[src/rtl/bitmap_frame_allocator_unit_macros.svh]
// assertion helpers for the frame allocator
// each macro expects clk and rst_n in scope
`ifndef BITMAP_FRAME_ALLOCATOR_UNIT_MACROS_SVH
`define BITMAP_FRAME_ALLOCATOR_UNIT_MACROS_SVH

// same-cycle implication
`define BFA_ASSERT_IMP(lbl, cond, prop) \
  lbl: assert property (@(posedge clk) disable iff (!rst_n) (cond) |-> (prop)) \
    else $error("frame allocator assertion failed");

// next-cycle implication
`define BFA_ASSERT_NXT(lbl, cond, prop) \
  lbl: assert property (@(posedge clk) disable iff (!rst_n) (cond) |=> (prop)) \
    else $error("frame allocator assertion failed");

`endif

[src/rtl/bfa_pkg.sv]
`timescale 1ns / 1ps

package bfa_pkg;

  // field widths
  localparam int OP_W       = 3;
  localparam int ST_W       = 3;
  localparam int ADDR_W     = 48;  // address bits in use, equal to the field width
  localparam int CFG_W      = 17;
  localparam int FADDR_W    = 28;
  localparam int CNT_OUT_W  = 17;
  localparam int IN_DATA_W  = 2 * ADDR_W;
  localparam int OUT_DATA_W = 48;

  // bitmap word geometry
  localparam int WORD_W = 32;
  localparam int BIT_W  = 5;
  localparam int CHG_W  = 6;
  localparam int MODE_W = 2;

  // parameter defaults
  localparam int MAX_FRAMES_DEF       = 65536;
  localparam int FRAME_BYTES_LOG2_DEF = 12;

  // operations
  localparam logic [OP_W-1:0] OP_INIT      = 3'd0;
  localparam logic [OP_W-1:0] OP_ALLOC     = 3'd1;
  localparam logic [OP_W-1:0] OP_FREE      = 3'd2;
  localparam logic [OP_W-1:0] OP_MARK_USED = 3'd3;
  localparam logic [OP_W-1:0] OP_MARK_FREE = 3'd4;

  // status codes
  localparam logic [ST_W-1:0] ST_DONE         = 3'd0;
  localparam logic [ST_W-1:0] ST_NO_FREE      = 3'd1;
  localparam logic [ST_W-1:0] ST_MISALIGNED   = 3'd2;
  localparam logic [ST_W-1:0] ST_FRAME_ZERO   = 3'd3;
  localparam logic [ST_W-1:0] ST_OUT_OF_RANGE = 3'd4;
  localparam logic [ST_W-1:0] ST_ALREADY_FREE = 3'd5;

  // word unit modes
  localparam logic [MODE_W-1:0] WU_SET   = 2'd0;
  localparam logic [MODE_W-1:0] WU_CLEAR = 2'd1;
  localparam logic [MODE_W-1:0] WU_COUNT = 2'd2;
  localparam logic [MODE_W-1:0] WU_ALLOC = 2'd3;

  typedef struct packed {
    logic [MODE_W-1:0] mode;
    logic [BIT_W-1:0]  lo;
    logic [BIT_W-1:0]  hi;
  } wu_ctl_t;

  typedef struct packed {
    logic [WORD_W-1:0] word;
    logic [CHG_W-1:0]  chg;
    logic              found;
    logic [BIT_W-1:0]  idx;
  } wu_res_t;

endpackage

[src/rtl/bfa_word_unit.sv]
`timescale 1ns / 1ps

module bfa_word_unit (
  input  logic [bfa_pkg::WORD_W-1:0] data,
  input  bfa_pkg::wu_ctl_t           ctl,
  output bfa_pkg::wu_res_t           res
);

  import bfa_pkg::*;

  localparam logic [BIT_W-1:0] TOP_BIT = BIT_W'(WORD_W - 1);

  logic [WORD_W-1:0] range_mask;
  logic [WORD_W-1:0] sel;
  logic [WORD_W-1:0] new_word;
  logic [BIT_W-1:0]  idx;
  logic              found;

  // bits lo..hi of the word
  assign range_mask = ({WORD_W{1'b1}} << ctl.lo) & ({WORD_W{1'b1}} >> (TOP_BIT - ctl.hi));

  // free bits for set, count and alloc; used bits for clear
  assign sel   = (ctl.mode == WU_CLEAR) ? (data & range_mask) : (~data & range_mask);
  assign found = |sel;

  // lowest selected bit
  always_comb begin
    idx = '0;
    for (int i = WORD_W - 1; i >= 0; i--) begin
      if (sel[i]) begin
        idx = BIT_W'(i);
      end
    end
  end

  always_comb begin
    unique case (ctl.mode)
      WU_SET:   new_word = data | range_mask;
      WU_CLEAR: new_word = data & ~range_mask;
      WU_ALLOC: new_word = found ? (data | (WORD_W'(1) << idx)) : data;
      WU_COUNT: new_word = data;
    endcase
  end

  always_comb begin
    res.word  = new_word;
    res.chg   = CHG_W'($countones(sel));
    res.found = found;
    res.idx   = idx;
  end

endmodule

[config.mk]
export PLATFORM = sky130hd
export DESIGN_NAME = bfa_word_unit
export DESIGN_NICKNAME = d
export VERILOG_FILES = /design/src/rtl/bitmap_frame_allocator_unit_macros.svh /design/src/rtl/bfa_pkg.sv /design/src/rtl/bfa_word_unit.sv
export SDC_FILE = /design/constraint.sdc
export NUM_CORES = 1
export LEC_CHECK = 0
export BUFFER_PORTS_ARGS = -buffer_cell sky130_fd_sc_hd__buf_2
export CAP_MARGIN = 40
export CORE_ASPECT_RATIO = 1.75
export CORE_MARGIN = 1.5
export CORE_UTILIZATION = 44
export DETAILED_ROUTE_END_ITERATION = 8
export MAX_ROUTING_LAYER = met4
export PLACE_DENSITY = 0.68
export SLEW_MARGIN = 20
export SYNTH_ARGS = -nofsm -noshare
export SYNTH_HDL_FRONTEND = slang
export SYNTH_SLANG_ARGS = --single-unit
[constraint.sdc]
create_clock -name vclk -period 12.35
set_clock_uncertainty 0.2 [all_clocks]
set_input_delay 1.8525 -clock vclk [all_inputs]
set_output_delay 1.8525 -clock vclk [all_outputs]
set_load 0.01 [all_outputs]
---- Word level (Yosys, flattened, before mapping) ----
Index checks and enable logic that the tools add are counted.
storage, ports and cells
  bits in latches ......................... 0
  memories kept ........................... 0
  memory bits (read-only) ................. 0
  register bits ........................... 0
  bits in writable memories ............... 0
  input port bits ......................... 44
  output and inout bits ................... 44
  logic and storage cells ................. 83
cells by class
  shifts and indexed selects .............. 3
  eq/ne operators ......................... 3
  multiply operators ...................... 0
  reduce and logical (&&, ||, !) cells .... 2
  bitwise operators ....................... 8
  mux-type cells .......................... 35
  div/mod/pow operators ................... 0
  magnitude comparators ................... 0
  $add $sub $neg .......................... 32
operator list
  cell                   number
  $mux 5                 32
  $and 32x32->32         4
  $pmux 32 s4            1
  $mux 32                2
  $not 32->32            2
  $or 32x32->32          2
  $add 1x1->2            16
  $reduce_or 32->1       1
  $shl 1x5->32 const A   1
  $shl 32x5->32 const A  1
  $shr 32x5->32 const A  1
  $add 2x2->3            8
  $add 3x3->4            4
  $add 4x4->5            2
  $add 5x5->6            1
  $sub 5x5->5 const A    1
  $eq 2x2->1 const B     2
  $eq 2x1->1 const B     1
  $logic_not 2->1        1

---- Depth between registers and ports, before layout ----
  depth in word-level cells ............... 41
  gate-level depth with buffers ........... 24
  depth with buffers taken out ............ 21

---- Worst setup path after synthesis ----
No wires, ideal clock.
  path type ............................... input to output
  start point ............................. input ctl[2] in the netlist's numbering
  end point ............................... output res[10] in the netlist's numbering
  path buffers ............................ 2
  path slack .............................. 3.206 ns
  data arrival time ....................... 7.092 ns
  required time ........................... 10.297 ns
  stages on the path ...................... 22
  cell sequence ........................... buf_2 > buf_2 > or4_1 > nand4_1 > nor2_1 > fa_1 > inv_1 > fa_1 > inv_1 > fa_1 > inv_1 > fa_1 > fa_1 > fa_1 > inv_1 > ha_1 > inv_1 > fa_1 > inv_1 > a21o_1 > a21oi_1 > xnor2_1
RTL lines
  item             RTL line            RTL
  start, declared  bfa_word_unit.sv:5  input bfa_pkg::wu_ctl_t ctl,
  end, declared    bfa_word_unit.sv:6  output bfa_pkg::wu_res_t res

==> run metrics <==
initial antenna violation count 0; Critical Path End res[10]; Comb pwr share 1.000; final hold vios 0; Tcrit/Tclk final 0.804; post-DP HPWL 13100 µm; Die Span Y 122 µm; fin nets 652; HP Class in -> out; status finished clean; Cell Int Power 116 µW; I/O pin total 88; # Max-Cap Violations 0; Crit Path Max Fanout 25; most frequent cells in the layout buf_2, inv_1, nand2_1, xnor2_1, a21oi_1; Crit Path Category in -> out; commonest non-fill, non-tap cell in the layout buf_2; Antenna Violating Nets Remaining 0; critical path data required time 10.30 ns; final core utilization 0.503; Slew HR 0.471; I/O Buffers 88; Overflow after GRT 0; Synth cell types 83; Area growth syn-to-layout 11.2%; endpoints failing setup 0; Clk pwr share 0; Mapped Cells 515; Cell Pwr Density 77.0 mW/mm²; largest net degree at the start of global routing 27; share of cells above drive strength 1 0.221; via count of the first global-routing pass 4417; Syn Area/Cell 6.95 µm²; Tmin final 9.92 ns; clock buffer count 0; CP endpoint kind primary output; routability cong. 1.06; Psw 190 µW; total wire length 16100 µm; Initial Util 0.452; vias 4539; die width 71.2 µm; CP Data Arrival Time 7.87 ns; first-pass GRT wire length 24400 µm; Core ar. 0.00791 mm²; # resized after CTS 0; RSZ-0062 raised after global routing false; synthesized area 0.00358 mm²; drt via density 6.84; largest cells by area after synthesis fa_1, xnor2_1, inv_1; Seq pwr share 0; hold buffers post-CTS 0; Leakage 0.00175 µW; Sw Ratio 0.622; worst-margin pin slew 0.788 ns; Design Power 306 µW; Crit. Startpoint ctl[10]; Setup Total Neg Slack 0 ns; Peak VDD IR 69.1 µV; Synth top area share 0.129; first-pass iteration count of the detailed router 5; row count 43; Warnings, synthesis 0; sequential area share after synthesis 0; Total GRT Usage 0.374; area leader, netlist fa_1; Avg WL per Cell 24.3 µm; Final Max Slew Viols 0; ANT cells 0; drt drc 0; initial drt markers 381; Setup Buffers After CTS 0; die area 0.00870 mm²; Hold Startpoint data[3]; post-synthesis net count 591; FMAX 101 MHz; Critical Path Start Type primary input; Seq Cell Count 0; sequential standard cell area 0 µm²
## routing by layer
metal  wire length [µm]  track usage  vias to the layer above
li1                   -            -                     2013
met1               5710        0.412                     2151
met2               7760        0.627                      284
met3               1130       0.0320                       91
met4               1530        0.262                        0
met5                  0            -                        -
## area by class of cell
class / count / area (µm²)
Multi-Input combinational cell: 425 / 3180
Tap cell: 90 / 113
Timing Repair Buffer: 93 / 475
Fill cell: 852 / 3930
Inverter: 56 / 210
## critical path, cell delays in order
cell     delay (ns)
buf_2          0.24
nor2b_4        0.53
buf_4          0.44
xnor2_1        0.16
nand2_1        0.17
fa_1           0.58
fa_1           0.54
inv_1          0.05
fa_1           0.51
inv_1          0.06
fa_1           0.57
fa_1           0.44
fa_1           0.44
inv_1          0.07
ha_1           0.16
inv_1          0.06
fa_1           0.45
inv_1          0.07
a21o_1         0.10
a21oi_1        0.07
xnor2_1        0.13
buf_2          0.14
## power groups by stage
| stage | clock network, µW | logic (µW) | registers, µW |
|---|---|---|---|
| 3_3_place_gp | 0 | 295 | 0 |
| 4_1_cts | 0 | 302 | 0 |
| 3_5_place_dp | 0 | 301 | 0 |
| 6_report | 0 | 306 | 0 |
| 2_1_floorplan | 0 | 207 | 0 |
| 5_1_grt | 0 | 337 | 0 |
## stage by stage
stage | hold slack (ns) | instances | area [µm²] | setup WS [ns]
after CTS | 3.86 | 663 | 3970 | 2.44
after floorplan | 3.64 | 515 | 3580 | 3.21
after global routing | 3.87 | 664 | 3980 | 2.10
after detailed placement | 3.86 | 663 | 3970 | 2.47
final | 3.85 | 664 | 3980 | 2.43
after global placement | 3.85 | 662 | 3970 | 2.56
## cell usage after synthesis, drive strengths merged (11+ instances only)
cell type	count
nor2	34
fa	23
inv	54
a21oi	37
o21ai	26
buf	26
and3	11
nand2	49
nand3	19
nor3	12
xnor2	36
## cell families after synthesis
group                    after synthesis  share of synthesized area
AO/OA/AOI/OAI                        181                      0.379
XOR/XNOR                              36                     0.0881
adder cells (fa/ha/maj)               32                      0.160
buffers and inverters                 90                      0.113
multiplexers                           5                     0.0143
AND/OR/NAND/NOR                      171                      0.245
## how the worst min path moves through the flow
stage                     endpoint  slack [ns]  depth (start not counted)
after global routing       res[13]        3.87                          4
final                      res[15]        3.85                          4
after global placement     res[15]        3.85                          4
after CTS                  res[15]        3.86                          4
after detailed placement   res[13]        3.86                          4
after floorplan            res[20]        3.64                          2
(Power assumes the default switching activity.)
